### src/sv/sccb_pkg.sv
`timescale 1ns / 1ps
`default_nettype none

package sccb_pkg;

  localparam logic [1:0] OP_TICK  = 2'd0;
  localparam logic [1:0] OP_WRITE = 2'd1;
  localparam logic [1:0] OP_READ  = 2'd2;

  localparam logic [1:0] ST_OK        = 2'd0;
  localparam logic [1:0] ST_BUS_BUSY  = 2'd1;
  localparam logic [1:0] ST_ADDR_NACK = 2'd2;

  localparam logic [7:0] DEV_ADDR_RESET = 8'h42;

  typedef enum logic [19:0] {
    PH_IDLE = 20'h00001,
    PH_ST0  = 20'h00002,
    PH_ST1  = 20'h00004,
    PH_ST2  = 20'h00008,
    PH_TXL  = 20'h00010,
    PH_TXD  = 20'h00020,
    PH_TXH  = 20'h00040,
    PH_AK0  = 20'h00080,
    PH_AK1  = 20'h00100,
    PH_AK2  = 20'h00200,
    PH_RXL  = 20'h00400,
    PH_RXH  = 20'h00800,
    PH_MA0  = 20'h01000,
    PH_MA1  = 20'h02000,
    PH_MA2  = 20'h04000,
    PH_MA3  = 20'h08000,
    PH_SP0  = 20'h10000,
    PH_SP1  = 20'h20000,
    PH_SP2  = 20'h40000,
    PH_SP3  = 20'h80000
  } phase_t;

  // Which byte is on the wire.
  typedef enum logic [1:0] {
    BY_DEV1 = 2'd0,
    BY_REG  = 2'd1,
    BY_DATA = 2'd2,
    BY_DEV2 = 2'd3
  } byte_stage_t;

  // What follows a stop.
  typedef enum logic [1:0] {
    STOP_FINAL   = 2'd0,
    STOP_RESTART = 2'd1,
    STOP_ABORT   = 2'd2
  } stop_kind_t;

  typedef struct packed {
    logic [1:0] opcode;
    logic [7:0] reg_address;
    logic [7:0] write_data;
    logic [7:0] read_length;
    logic       sda_in;
  } in_item_t;

  typedef struct packed {
    logic       scl_out;
    logic       sda_out;
    logic       busy_res;
    logic       done_res;
    logic [1:0] status;
    logic [7:0] read_data;
    logic       read_valid;
    logic       read_last;
  } out_item_t;

endpackage

`default_nettype wire

### src/sv/sccb_ifs.sv
`timescale 1ns / 1ps
`default_nettype none

interface sccb_in_if;
  logic       valid;
  logic       ready;
  logic [1:0] opcode;
  logic [7:0] reg_address;
  logic [7:0] write_data;
  logic [7:0] read_length;
  logic       sda_in;
  modport source (output valid, opcode, reg_address, write_data, read_length, sda_in,
                  input ready);
  modport sink (input valid, opcode, reg_address, write_data, read_length, sda_in,
                output ready);
endinterface

interface sccb_out_if;
  logic       valid;
  logic       ready;
  logic       scl_out;
  logic       sda_out;
  logic       busy_res;
  logic       done_res;
  logic [1:0] status;
  logic [7:0] read_data;
  logic       read_valid;
  logic       read_last;
  modport source (output valid, scl_out, sda_out, busy_res, done_res, status, read_data,
                  read_valid, read_last, input ready);
  modport sink (input valid, scl_out, sda_out, busy_res, done_res, status, read_data,
                read_valid, read_last, output ready);
endinterface

interface sccb_cfg_if;
  logic       valid;
  logic       ready;
  logic [7:0] device_address;
  modport source (output valid, device_address, input ready);
  modport sink (input valid, device_address, output ready);
endinterface

`default_nettype wire

### src/sv/sccb_engine.sv
`timescale 1ns / 1ps
`default_nettype none

// Bus sequencer: one tick of the SCCB state machine per step.
module sccb_engine import sccb_pkg::*; (
  input  wire logic      clk,
  input  wire logic      rst,
  input  wire logic      step,
  input  wire in_item_t  item,
  input  wire logic [7:0] dev_addr,
  output out_item_t      res
);

  phase_t      phase, phase_next, phase_sel;
  logic [2:0]  bit_count, bit_count_next, bit_inc;
  logic [7:0]  shift_byte, shift_byte_next;
  logic [7:0]  bytes_left, bytes_left_next, bytes_dec;
  logic        is_read, is_read_next;
  logic [7:0]  held_address, held_address_next;
  logic [7:0]  held_data, held_data_next;
  logic        second_start, second_start_next;
  logic        clock_drive, clock_drive_next;
  logic        data_drive, data_drive_next;
  byte_stage_t byte_stage, byte_stage_next;
  stop_kind_t  stop_kind, stop_kind_next;
  logic        start;
  logic [7:0]  rx_byte;

  assign start     = (phase == PH_IDLE) && ((item.opcode == OP_WRITE) ||
                                            (item.opcode == OP_READ));
  assign phase_sel = start ? PH_ST0 : phase;
  assign bit_inc   = bit_count + 3'd1;
  assign bytes_dec = bytes_left - 8'd1;
  assign rx_byte   = {shift_byte[6:0], item.sda_in};

  always_comb begin
    phase_next        = phase_sel;
    bit_count_next    = bit_count;
    shift_byte_next   = shift_byte;
    bytes_left_next   = start ? item.read_length : bytes_left;
    is_read_next      = start ? (item.opcode == OP_READ) : is_read;
    held_address_next = start ? item.reg_address : held_address;
    held_data_next    = start ? item.write_data : held_data;
    second_start_next = start ? 1'b0 : second_start;
    clock_drive_next  = clock_drive;
    data_drive_next   = data_drive;
    byte_stage_next   = byte_stage;
    stop_kind_next    = stop_kind;
    res               = '0;

    unique case (phase_sel)
      PH_IDLE: ;
      PH_ST0: begin
        clock_drive_next = 1'b1;
        data_drive_next  = 1'b1;
        if (!item.sda_in) begin
          res.done_res = 1'b1;
          res.status   = ST_BUS_BUSY;
          phase_next   = PH_IDLE;
        end else begin
          phase_next = PH_ST1;
        end
      end
      PH_ST1: begin
        data_drive_next = 1'b0;
        if (item.sda_in) begin
          res.done_res = 1'b1;
          res.status   = ST_BUS_BUSY;
          phase_next   = PH_IDLE;
        end else begin
          phase_next = PH_ST2;
        end
      end
      PH_ST2: begin
        clock_drive_next = 1'b0;
        bit_count_next   = 3'd0;
        phase_next       = PH_TXL;
        if (second_start) begin
          shift_byte_next = dev_addr + 8'd1;
          byte_stage_next = BY_DEV2;
        end else begin
          shift_byte_next = dev_addr;
          byte_stage_next = BY_DEV1;
        end
      end
      PH_TXL: begin
        clock_drive_next = 1'b0;
        phase_next       = PH_TXD;
      end
      PH_TXD: begin
        data_drive_next = shift_byte[7];
        shift_byte_next = {shift_byte[6:0], 1'b0};
        phase_next      = PH_TXH;
      end
      PH_TXH: begin
        clock_drive_next = 1'b1;
        bit_count_next   = bit_inc;
        phase_next       = (bit_inc == 3'd0) ? PH_AK0 : PH_TXL;
      end
      PH_AK0: begin
        clock_drive_next = 1'b0;
        phase_next       = PH_AK1;
      end
      PH_AK1: begin
        data_drive_next = 1'b1;
        phase_next      = PH_AK2;
      end
      PH_AK2: begin
        clock_drive_next = 1'b1;
        priority if (((byte_stage == BY_DEV1) || (byte_stage == BY_DEV2)) && item.sda_in) begin
          stop_kind_next = STOP_ABORT;
          phase_next     = PH_SP0;
        end else if (byte_stage == BY_DEV1) begin
          shift_byte_next = held_address;
          byte_stage_next = BY_REG;
          bit_count_next  = 3'd0;
          phase_next      = PH_TXL;
        end else if (byte_stage == BY_REG) begin
          if (is_read) begin
            stop_kind_next = STOP_RESTART;
            phase_next     = PH_SP0;
          end else begin
            shift_byte_next = held_data;
            byte_stage_next = BY_DATA;
            bit_count_next  = 3'd0;
            phase_next      = PH_TXL;
          end
        end else if ((byte_stage == BY_DATA) || (bytes_left == 8'd0)) begin
          stop_kind_next = STOP_FINAL;
          phase_next     = PH_SP0;
        end else begin
          bit_count_next  = 3'd0;
          shift_byte_next = 8'd0;
          phase_next      = PH_RXL;
        end
      end
      PH_RXL: begin
        clock_drive_next = 1'b0;
        data_drive_next  = 1'b1;
        phase_next       = PH_RXH;
      end
      PH_RXH: begin
        clock_drive_next = 1'b1;
        shift_byte_next  = rx_byte;
        bit_count_next   = bit_inc;
        if (bit_inc == 3'd0) begin
          res.read_valid = 1'b1;
          res.read_data  = rx_byte;
          res.read_last  = (bytes_left == 8'd1);
          phase_next     = PH_MA0;
        end else begin
          phase_next = PH_RXL;
        end
      end
      PH_MA0: begin
        clock_drive_next = 1'b0;
        phase_next       = PH_MA1;
      end
      PH_MA1: begin
        data_drive_next = (bytes_left == 8'd1);
        phase_next      = PH_MA2;
      end
      PH_MA2: begin
        clock_drive_next = 1'b1;
        phase_next       = PH_MA3;
      end
      PH_MA3: begin
        clock_drive_next = 1'b0;
        bytes_left_next  = bytes_dec;
        if (bytes_dec == 8'd0) begin
          stop_kind_next = STOP_FINAL;
          phase_next     = PH_SP0;
        end else begin
          bit_count_next  = 3'd0;
          shift_byte_next = 8'd0;
          phase_next      = PH_RXL;
        end
      end
      PH_SP0: begin
        clock_drive_next = 1'b0;
        phase_next       = PH_SP1;
      end
      PH_SP1: begin
        data_drive_next = 1'b0;
        phase_next      = PH_SP2;
      end
      PH_SP2: begin
        clock_drive_next = 1'b1;
        phase_next       = PH_SP3;
      end
      PH_SP3: begin
        data_drive_next = 1'b1;
        if (stop_kind == STOP_RESTART) begin
          second_start_next = 1'b1;
          phase_next        = PH_ST0;
        end else begin
          res.done_res = 1'b1;
          res.status   = (stop_kind == STOP_ABORT) ? ST_ADDR_NACK : ST_OK;
          phase_next   = PH_IDLE;
        end
      end
      default: phase_next = PH_IDLE;
    endcase

    res.scl_out  = clock_drive_next;
    res.sda_out  = data_drive_next;
    res.busy_res = (phase_next != PH_IDLE);
  end

  always_ff @(posedge clk) begin
    if (rst) begin
      phase        <= PH_IDLE;
      bit_count    <= 3'd0;
      shift_byte   <= 8'd0;
      bytes_left   <= 8'd0;
      is_read      <= 1'b0;
      held_address <= 8'd0;
      held_data    <= 8'd0;
      second_start <= 1'b0;
      clock_drive  <= 1'b1;
      data_drive   <= 1'b1;
      byte_stage   <= BY_DEV1;
      stop_kind    <= STOP_FINAL;
    end else if (step) begin
      phase        <= phase_next;
      bit_count    <= bit_count_next;
      shift_byte   <= shift_byte_next;
      bytes_left   <= bytes_left_next;
      is_read      <= is_read_next;
      held_address <= held_address_next;
      held_data    <= held_data_next;
      second_start <= second_start_next;
      clock_drive  <= clock_drive_next;
      data_drive   <= data_drive_next;
      byte_stage   <= byte_stage_next;
      stop_kind    <= stop_kind_next;
    end
  end

endmodule

`default_nettype wire

### src/sv/sccb_register_master.sv
`timescale 1ns / 1ps
`default_nettype none

// SCCB register master, driven one bus tick per transaction on req. Each tick
// carries an opcode: tick only, begin a register write, or begin a register
// read; a begin while busy is an ordinary tick. For every tick exactly one
// result comes out on rsp with the clock/data drives (1 = released), busy,
// done with status (0 ok, 1 bus not free at start, 2 device address not
// acknowledged) and, during reads, each received byte with a last flag. The
// device write address is set over cfg (reset 0x42) and must only change
// while idle. Throughput is one tick per clock while rsp is not stalled: the
// sequencer next state is computed combinationally from its registered state,
// with a request register in front and a result register behind, and each
// tick's result passes through both registers on its way to rsp.
module sccb_register_master import sccb_pkg::*; (
  input  wire logic clk,
  input  wire logic rst,
  sccb_in_if.sink   req,
  sccb_out_if.source rsp,
  sccb_cfg_if.sink  cfg
);

  logic       dev_addr;
  logic [7:0] device_address;

  // Request stage.
  logic      s1_valid;
  in_item_t  s1_item;
  logic      s1_fire;

  // Result stage.
  logic      out_valid;
  out_item_t out_item;
  out_item_t step_res;

  assign dev_addr  = 1'b0;
  assign cfg.ready = 1'b1;

  // Request register advances whenever the result register is free or drained.
  assign s1_fire   = s1_valid && (!out_valid || rsp.ready);
  assign req.ready = !s1_valid || s1_fire;

  always_ff @(posedge clk) begin
    if (rst) begin
      device_address <= DEV_ADDR_RESET;
    end else if (cfg.valid) begin
      device_address <= cfg.device_address;
    end
  end

  always_ff @(posedge clk) begin
    if (rst) begin
      s1_valid <= 1'b0;
    end else if (req.ready) begin
      s1_valid <= req.valid;
    end
  end

  always_ff @(posedge clk) begin
    if (req.valid && req.ready) begin
      s1_item.opcode      <= req.opcode;
      s1_item.reg_address <= req.reg_address;
      s1_item.write_data  <= req.write_data;
      s1_item.read_length <= req.read_length;
      s1_item.sda_in      <= req.sda_in;
    end
  end

  sccb_engine u_engine (
    .clk      (clk),
    .rst      (rst),
    .step     (s1_fire),
    .item     (s1_item),
    .dev_addr (device_address ^ {7'd0, dev_addr}),
    .res      (step_res)
  );

  always_ff @(posedge clk) begin
    if (rst) begin
      out_valid <= 1'b0;
    end else if (s1_fire) begin
      out_valid <= 1'b1;
    end else if (rsp.ready) begin
      out_valid <= 1'b0;
    end
  end

  always_ff @(posedge clk) begin
    if (s1_fire) begin
      out_item <= step_res;
    end
  end

  assign rsp.valid      = out_valid;
  assign rsp.scl_out    = out_item.scl_out;
  assign rsp.sda_out    = out_item.sda_out;
  assign rsp.busy_res   = out_item.busy_res;
  assign rsp.done_res   = out_item.done_res;
  assign rsp.status     = out_item.status;
  assign rsp.read_data  = out_item.read_data;
  assign rsp.read_valid = out_item.read_valid;
  assign rsp.read_last  = out_item.read_last;

endmodule

`default_nettype wire

### src/flat_wrapper.sv
// flat-port wrapper written by rule: the top's interface ports become plain ports
module sccb_register_master_flat import sccb_pkg::*;
  (clk, rst, req_valid, req_opcode, req_reg_address, req_write_data, req_read_length, req_sda_in, req_ready, rsp_valid, rsp_scl_out, rsp_sda_out, rsp_busy_res, rsp_done_res, rsp_status, rsp_read_data, rsp_read_valid, rsp_read_last, rsp_ready, cfg_valid, cfg_device_address, cfg_ready);
  sccb_in_if req_i ();
  sccb_out_if rsp_i ();
  sccb_cfg_if cfg_i ();
  input  wire logic clk;
  input  wire logic rst;
  input wire logic [$bits(req_i.valid)-1:0] req_valid;
  input wire logic [$bits(req_i.opcode)-1:0] req_opcode;
  input wire logic [$bits(req_i.reg_address)-1:0] req_reg_address;
  input wire logic [$bits(req_i.write_data)-1:0] req_write_data;
  input wire logic [$bits(req_i.read_length)-1:0] req_read_length;
  input wire logic [$bits(req_i.sda_in)-1:0] req_sda_in;
  output wire logic [$bits(req_i.ready)-1:0] req_ready;
  output wire logic [$bits(rsp_i.valid)-1:0] rsp_valid;
  output wire logic [$bits(rsp_i.scl_out)-1:0] rsp_scl_out;
  output wire logic [$bits(rsp_i.sda_out)-1:0] rsp_sda_out;
  output wire logic [$bits(rsp_i.busy_res)-1:0] rsp_busy_res;
  output wire logic [$bits(rsp_i.done_res)-1:0] rsp_done_res;
  output wire logic [$bits(rsp_i.status)-1:0] rsp_status;
  output wire logic [$bits(rsp_i.read_data)-1:0] rsp_read_data;
  output wire logic [$bits(rsp_i.read_valid)-1:0] rsp_read_valid;
  output wire logic [$bits(rsp_i.read_last)-1:0] rsp_read_last;
  input wire logic [$bits(rsp_i.ready)-1:0] rsp_ready;
  input wire logic [$bits(cfg_i.valid)-1:0] cfg_valid;
  input wire logic [$bits(cfg_i.device_address)-1:0] cfg_device_address;
  output wire logic [$bits(cfg_i.ready)-1:0] cfg_ready;
  assign req_i.valid = req_valid;
  assign req_i.opcode = req_opcode;
  assign req_i.reg_address = req_reg_address;
  assign req_i.write_data = req_write_data;
  assign req_i.read_length = req_read_length;
  assign req_i.sda_in = req_sda_in;
  assign req_ready = req_i.ready;
  assign rsp_valid = rsp_i.valid;
  assign rsp_scl_out = rsp_i.scl_out;
  assign rsp_sda_out = rsp_i.sda_out;
  assign rsp_busy_res = rsp_i.busy_res;
  assign rsp_done_res = rsp_i.done_res;
  assign rsp_status = rsp_i.status;
  assign rsp_read_data = rsp_i.read_data;
  assign rsp_read_valid = rsp_i.read_valid;
  assign rsp_read_last = rsp_i.read_last;
  assign rsp_i.ready = rsp_ready;
  assign cfg_i.valid = cfg_valid;
  assign cfg_i.device_address = cfg_device_address;
  assign cfg_ready = cfg_i.ready;
  sccb_register_master u_core (.clk(clk), .rst(rst), .req(req_i), .rsp(rsp_i), .cfg(cfg_i));
endmodule
### config.mk
export PLATFORM = sky130hd
export DESIGN_NAME = sccb_register_master_flat
export DESIGN_NICKNAME = d
export VERILOG_FILES = /design/src/sv/sccb_pkg.sv /design/src/sv/sccb_ifs.sv /design/src/sv/sccb_engine.sv /design/src/sv/sccb_register_master.sv /design/src/flat_wrapper.sv
export SDC_FILE = /design/constraint.sdc
export NUM_CORES = 1
export LEC_CHECK = 0
export BUFFER_PORTS_ARGS = -buffer_cell sky130_fd_sc_hd__buf_4
export CORE_MARGIN = 2
export CORE_UTILIZATION = 40
export CTS_CLUSTER_DIAMETER = 30
export DETAILED_ROUTE_END_ITERATION = 8
export PLACE_DENSITY = 0.64
export SLEW_MARGIN = 0
export SYNTH_ARGS = -nofsm -noshare
export SYNTH_HDL_FRONTEND = slang
export SYNTH_SLANG_ARGS = --single-unit
### constraint.sdc
create_clock -name clk -period 6.1 [get_ports clk]
set_clock_uncertainty 0.1 [all_clocks]
set_input_delay 1.22 -clock clk [delete_from_list [all_inputs] [get_ports clk]]
set_output_delay 1.22 -clock clk [all_outputs]
set_load 0.005 [all_outputs]
# Word-level counts from Yosys, hierarchy flattened
# Index checks and enable logic that the tools add are counted.
dict set report op_classes {
  muxes 56
  n_addsub 3
  n_reduce_logical 33
  eq_ne 40
}
# operator count
set ops {}
lappend ops {{one-hot mux 20 bit (20 select lines)} 1}
lappend ops {{two-way mux 20 bit} 4}
lappend ops {{two-way mux 8 bit} 10}
lappend ops {{two-way mux 17 bit} 3}
lappend ops {{equality test 20 x 1 -> 1 bit (second input constant)} 2}
lappend ops {{one-hot mux 8 bit (5 select lines)} 1}
lappend ops {{two-way mux 3 bit} 10}
lappend ops {{two-way mux 2 bit} 14}
lappend ops {{equality test 20 x 10 -> 1 bit (second input constant)} 1}
lappend ops {{equality test 20 x 11 -> 1 bit (second input constant)} 1}
lappend ops {{equality test 20 x 12 -> 1 bit (second input constant)} 1}
lappend ops {{equality test 20 x 13 -> 1 bit (second input constant)} 1}
lappend ops {{equality test 20 x 14 -> 1 bit (second input constant)} 1}
lappend ops {{equality test 20 x 15 -> 1 bit (second input constant)} 1}
lappend ops {{equality test 20 x 16 -> 1 bit (second input constant)} 1}
lappend ops {{equality test 20 x 17 -> 1 bit (second input constant)} 1}
lappend ops {{equality test 20 x 18 -> 1 bit (second input constant)} 1}
lappend ops {{equality test 20 x 19 -> 1 bit (second input constant)} 1}
lappend ops {{equality test 20 x 2 -> 1 bit (second input constant)} 1}
lappend ops {{equality test 20 bit (second input constant)} 1}
lappend ops {{equality test 20 x 3 -> 1 bit (second input constant)} 1}
lappend ops {{equality test 20 x 4 -> 1 bit (second input constant)} 1}
lappend ops {{equality test 20 x 5 -> 1 bit (second input constant)} 1}
lappend ops {{equality test 20 x 6 -> 1 bit (second input constant)} 1}
lappend ops {{37 further kinds} 71}
dict set report totals {
  wordCells 160
  in_bits 40
  register_bits 116
  output_inout_bits 19
}

# Logic depth before layout (Yosys ltp)
dict set report depth {
  ltp_word 8
  mapped_depth 10
  mapped_depth_nobuf 8
}

# By module
# From an unflattened synthesis, not the netlist that was laid out.
dict set report hier_totals {
  hier_cells 589
  hier_area_um2 5664.2
}
# module area_per_inst_um2 cells_each n_inst seq_area_each_um2
set by_module_without_submodules {}
lappend by_module_without_submodules {sccb_engine 3983.8 508 1 1261.2}
lappend by_module_without_submodules {sccb_register_master 1680.4 81 1 1491.4}

# Worst setup path before layout
# Ideal clock, no wire load.
dict set report synth_path {
  path_type {input to register}
  start {in rsp_ready}
  end {reg u_core.u_engine.phase[16]}
  setup_time_ps 136
  required_ps 5864
  path_slack_ps 3039
  arrival_time_ps 2825
  path_stages 7
  n_path_buf 2
  cell_sequence {nor2b_1 nand2b_1 clkbuf_1 clkinv_1 clkbuf_1 o21ai_0 nor2_1}
}
dict set report synth_via {
  elab_chain_len 2
}
# item line_no
set synth_rtl {}
lappend synth_rtl {{from (decl)} flat_wrapper.sv:25} ;# input wire logic [$bits(rsp_i.ready)-1:0] rsp_ready;
lappend synth_rtl {{logical OR 1 bit} sccb_register_master.sv:40} ;# assign s1_fire = s1_valid && (!out_valid || rsp.ready);
lappend synth_rtl {{logical AND 1 bit} sccb_register_master.sv:40}
lappend synth_rtl {{net u_core.s1_fire} sccb_register_master.sv:29} ;# logic s1_fire;
lappend synth_rtl {{to (signal assigned)} sccb_engine.sv:225} ;# phase <= phase_next;
lappend synth_rtl {{to (decl)} sccb_engine.sv:14} ;# phase_t phase, phase_next, phase_sel;
# The timed path passes the listed nets, and every way through them passes these cells.
# A chain may end at the register's enable or synchronous reset.

# Final worst setup path
dict set report layout_path {
  start {reg u_core.u_engine.bytes_left[0]}
  end {reg u_core.u_engine.shift_byte[2]}
}
dict set report layout_via {
  elab_chain_len 4
  elab_cells_between_ends 7
  cone_classes {1 x add/sub; 2 x eq/ne; 4 x reduce/logical}
}
# item line_no
set layout_rtl {}
lappend layout_rtl {{from (decl)} sccb_engine.sv:17} ;# logic [7:0] bytes_left, bytes_left_next, bytes_dec;
lappend layout_rtl {{from (signal assigned)} sccb_engine.sv:228} ;# bytes_left <= bytes_left_next;
lappend layout_rtl {{subtractor 8 x 1 -> 8 bit or zero test 8 bit (tied branches)} {sccb_engine.sv:33, sccb_engine.sv:128}}
lappend layout_rtl {{zero test 8 bit or logical OR 1 bit (tied branches)} {sccb_engine.sv:170, sccb_engine.sv:128}}
lappend layout_rtl {{inequality test 2 bit (no source line) or inequality test 4 bit (tied branches)} -}
lappend layout_rtl {{AND reduction 6 bit (no source line) (*)} -}
lappend layout_rtl {{to (signal assigned)} sccb_engine.sv:227} ;# shift_byte <= shift_byte_next;
lappend layout_rtl {{to (decl)} sccb_engine.sv:16} ;# logic [7:0] shift_byte, shift_byte_next;
# Every way passes the cells marked *; elsewhere a longest branch is shown, timed or not.

==> results.md <==
- First-pass DRT Iterations: 5
- Slew Viols, Final: 0
- Worst vdd ir: 0.203 mV
- Async set-reset flop share out of synthesis: 0%
- Vias in the first global route: 4568
- Register area share after synthesis: 47.8%
- Kind of end point of the critical path: flop
- Sequential Power Share: 43.7%
- Nets: 712
- Syn Std Cell Area: 5760 um^2
- Avg Inst Size Synth: 9.29 um^2
- DRC errors left: 0
- Detailed Route Iter0 Violations: 410
- TNS Setup: 0 ns
- Final ANT Viol Nets: 0
- WP data required: 6.31 ns
- Clock slew seen by the registers of the worst setup and hold paths: 0.06 ns
- Synth Flop Type: dfxtp_1
- Number of synthesized register bits: 116
- # fillers: 1308
- Final hold viol count: 0
- Die height: 124 um
- ANT cells: 0
- Yosys warnings: 0
- Most common cell after layout, fill and taps aside: nand2_1
- Synth cell types: 72
- Most frequent cells in the layout: 82 x nand2_1, 73 x dfxtp_1, 63 x buf_4
- WL/cell: 16.4 um
- Crit Path Max Fanout: 10
- Max Buffers Root-to-Sink: 2
- Post_cts resized: 0
- Max_cap viols: 0
- Minimum clock period: 3.46 ns
- Initial antenna violation count: 0
- Clock Sinks: 116
- RSZ-0062 raised after global routing: no
- First-pass GRT wire length: 23.1 mm
- Hold Crit Class: flop to flop
- Largest stage delay on the critical path: 0.75 ns
- Cts hold-fix bufs: 0
- Static leakage: 2.46 nW
- Startpoint types: flop
- Clock Latency Late Sink: 0.42 ns
- Clk root buf: clkbuf_16
- Gr ovfl total: 0
- Mapped Nets: 670
- Internal Dissipation: 0.00146 W
- Psw: 0.000484 W
- WL final: 14.0 mm
- Detailed-route via count: 4862
- Share of layout cells above drive strength 1: 17.6%
- Syn Inst Count: 620
- Worst path cell trace: inv_1 > ha_1 > nor3b_1 > a2111oi_0 > and4bb_1 > a211oi_2 > a21oi_1 > a22o_1
- CTS tree: yes
- Layout area overhead: 18.9%
- Width of the die: 124 um
- Post-synth top area share: 25.4%
- Sw Share: 24.9%
- Htree depth: 4
- Cell row count: 43
- Logic pwr share: 7.5%
- I/O pin cnt: 59
- Final HPWL DP: 10.0 mm
- Core box area: 14000 um^2
- Via density: 5.69
- Data arrival time of the critical path: 3.66 ns
- Status: finished clean
- Placer Congestion: 0.936
- Largest net degree at the start of global routing: 68
- Die area: 15400 um^2
- Post-synth EDFFs: 43
- GRT Overall Usage: 19.7%
- Largest area contributor in the netlist: dfxtp_1
- Achievable frequency: 289 MHz
- Final period util: 56.7%
- Worst slew pin tran: 1.16 ns
- Final setup viols: 0
- Pwr dens: 284 nW/um^2
- Clock network power share: 48.8%
- Crit path kind: flop to flop
- Slew HR: 22.8%
- Count of input and output buffers: 57
- Crit path max-delay cell type: a2111oi_0
- Inserted Clock Buffers: 17
- Largest cells by area after synthesis: dfxtp_1 25%, edfxtp_1 22%, nand2_1 5.3%
- Final core utilization: 49.0%
- Post-CTS Setup Inserts: 0
- Post-layout total power: 0.00195 W
- Initial core utilization: 41.2%
critical path: cells and delay by family (launching register included):
kind / cells / cell delay (ns)
AND/OR/NAND/NOR: 2 / 0.49
flip-flops: 1 / 0.42
AO/OA/AOI/OAI: 4 / 1.98
buffers and inverters: 1 / 0.07
adder cells (fa/ha/maj): 1 / 0.26
final timing paths:
| check | start | end | slack (ns) | depth (start not counted) |
|---|---|---|---|---|
| max reg2reg | u_core.u_engine.bytes_left[0] | u_core.u_engine.shift_byte[2] | 2.64 | 8 |
| min reg2reg | u_core.u_engine.is_read | u_core.u_engine.is_read | 0.35 | 2 |
| min | u_core.u_engine.is_read | u_core.u_engine.is_read | 0.35 | 2 |
| max | u_core.u_engine.bytes_left[0] | u_core.u_engine.shift_byte[2] | 2.64 | 8 |
sequential cells by signal, summed over array words and instances (netlist names), 2 cells and up:
name and cells:
u_core.u_engine.bit_count 3, u_core.u_engine.phase 20, u_core.rsp.status 2, u_core.rsp.read_data 8, u_core.u_engine.shift_byte 8, u_core.u_engine.stop_kind 2, u_core.u_engine.held_data 8, u_core.u_engine.byte_stage 2
u_core.device_address 8, u_core.s1_item 27, u_core.u_engine.bytes_left 8, u_core.u_engine.held_address 8
cell type report:
class	count	area (um^2)	area share, %
sequential	116	2750	40.2
clock inverter	15	150	2.19
multi-input combinational	453	2780	40.6
timing repair buffer	63	473	6.91
tap	180	225	3.29
inverter	11	41.3	0.603
clock buffer	17	425	6.21
routing by layer:
layer	global-route usage, %	up-vias	wire [um]
li1	-	2377	-
met4	7.37	0	276
met2	29.8	154	6350
met1	26.9	2306	6490
met5	0	-	0
met3	5.31	25	921
Yosys cell counts (4+ instances only):
cell and number:
nand2_1 82, dfxtp_1 73, a21oi_1 55, nor2_1 54
edfxtp_1 43, clkbuf_1 24, nand3_1 23, o21ai_0 18
nand4_1 15, nor3_1 14, nor4_1 14, and3_1 11
mux2i_1 11, ha_1 10, a211oi_1 9, inv_1 9
nand2b_1 9, or4_1 9, buf_2 8, a21o_1 7
xnor2_1 7, and4b_1 6, nand4b_1 6, nor2b_1 6
a311oi_1 5, nor4_2 5, o21ai_1 5, or3_1 5
xor2_1 5, a22o_1 4, and2_1 4
cells by family (layout without fill, tap and decap cells):
family / after synthesis / in the layout / share of synthesized area [%]
flops: 116 / 116 / 47.8
mux: 12 / 12 / 2.11
compound gates: 127 / 127 / 14.2
xor+xnor: 12 / 12 / 1.82
simple gates: 291 / 291 / 27.9
other cells: 1 / 1 / 0.0651
buf+inv: 51 / 106 / 3.95
fa+ha+maj: 10 / 10 / 2.17
per-stage QoR:
stage / hold WS (ns) / instances / worst slack (ns) / area (um^2)
after global routing: 0.383 / 855 / 2.40 / 6850
after CTS: 0.355 / 855 / 2.68 / 6850
after detailed placement: 0.347 / 823 / 2.67 / 6270
after floorplan: 0.327 / 620 / 3.04 / 5760
final: 0.352 / 855 / 2.64 / 6850
after global placement: 0.339 / 823 / 2.77 / 6270
power by group through the flow:
stage | clock network, W | registers [W] | logic [W]
finish | 0.000950 | 0.000850 | 0.000147
CTS | 0.000970 | 0.000850 | 0.000148
global placement | 0 | 0.000866 | 0.000143
detailed placement | 0 | 0.000866 | 0.000146
global route | 0.00100 | 0.000853 | 0.000163
floorplan | 0 | 0.000860 | 0.0000948
No activity file was read; power rests on OpenSTA's default activity.
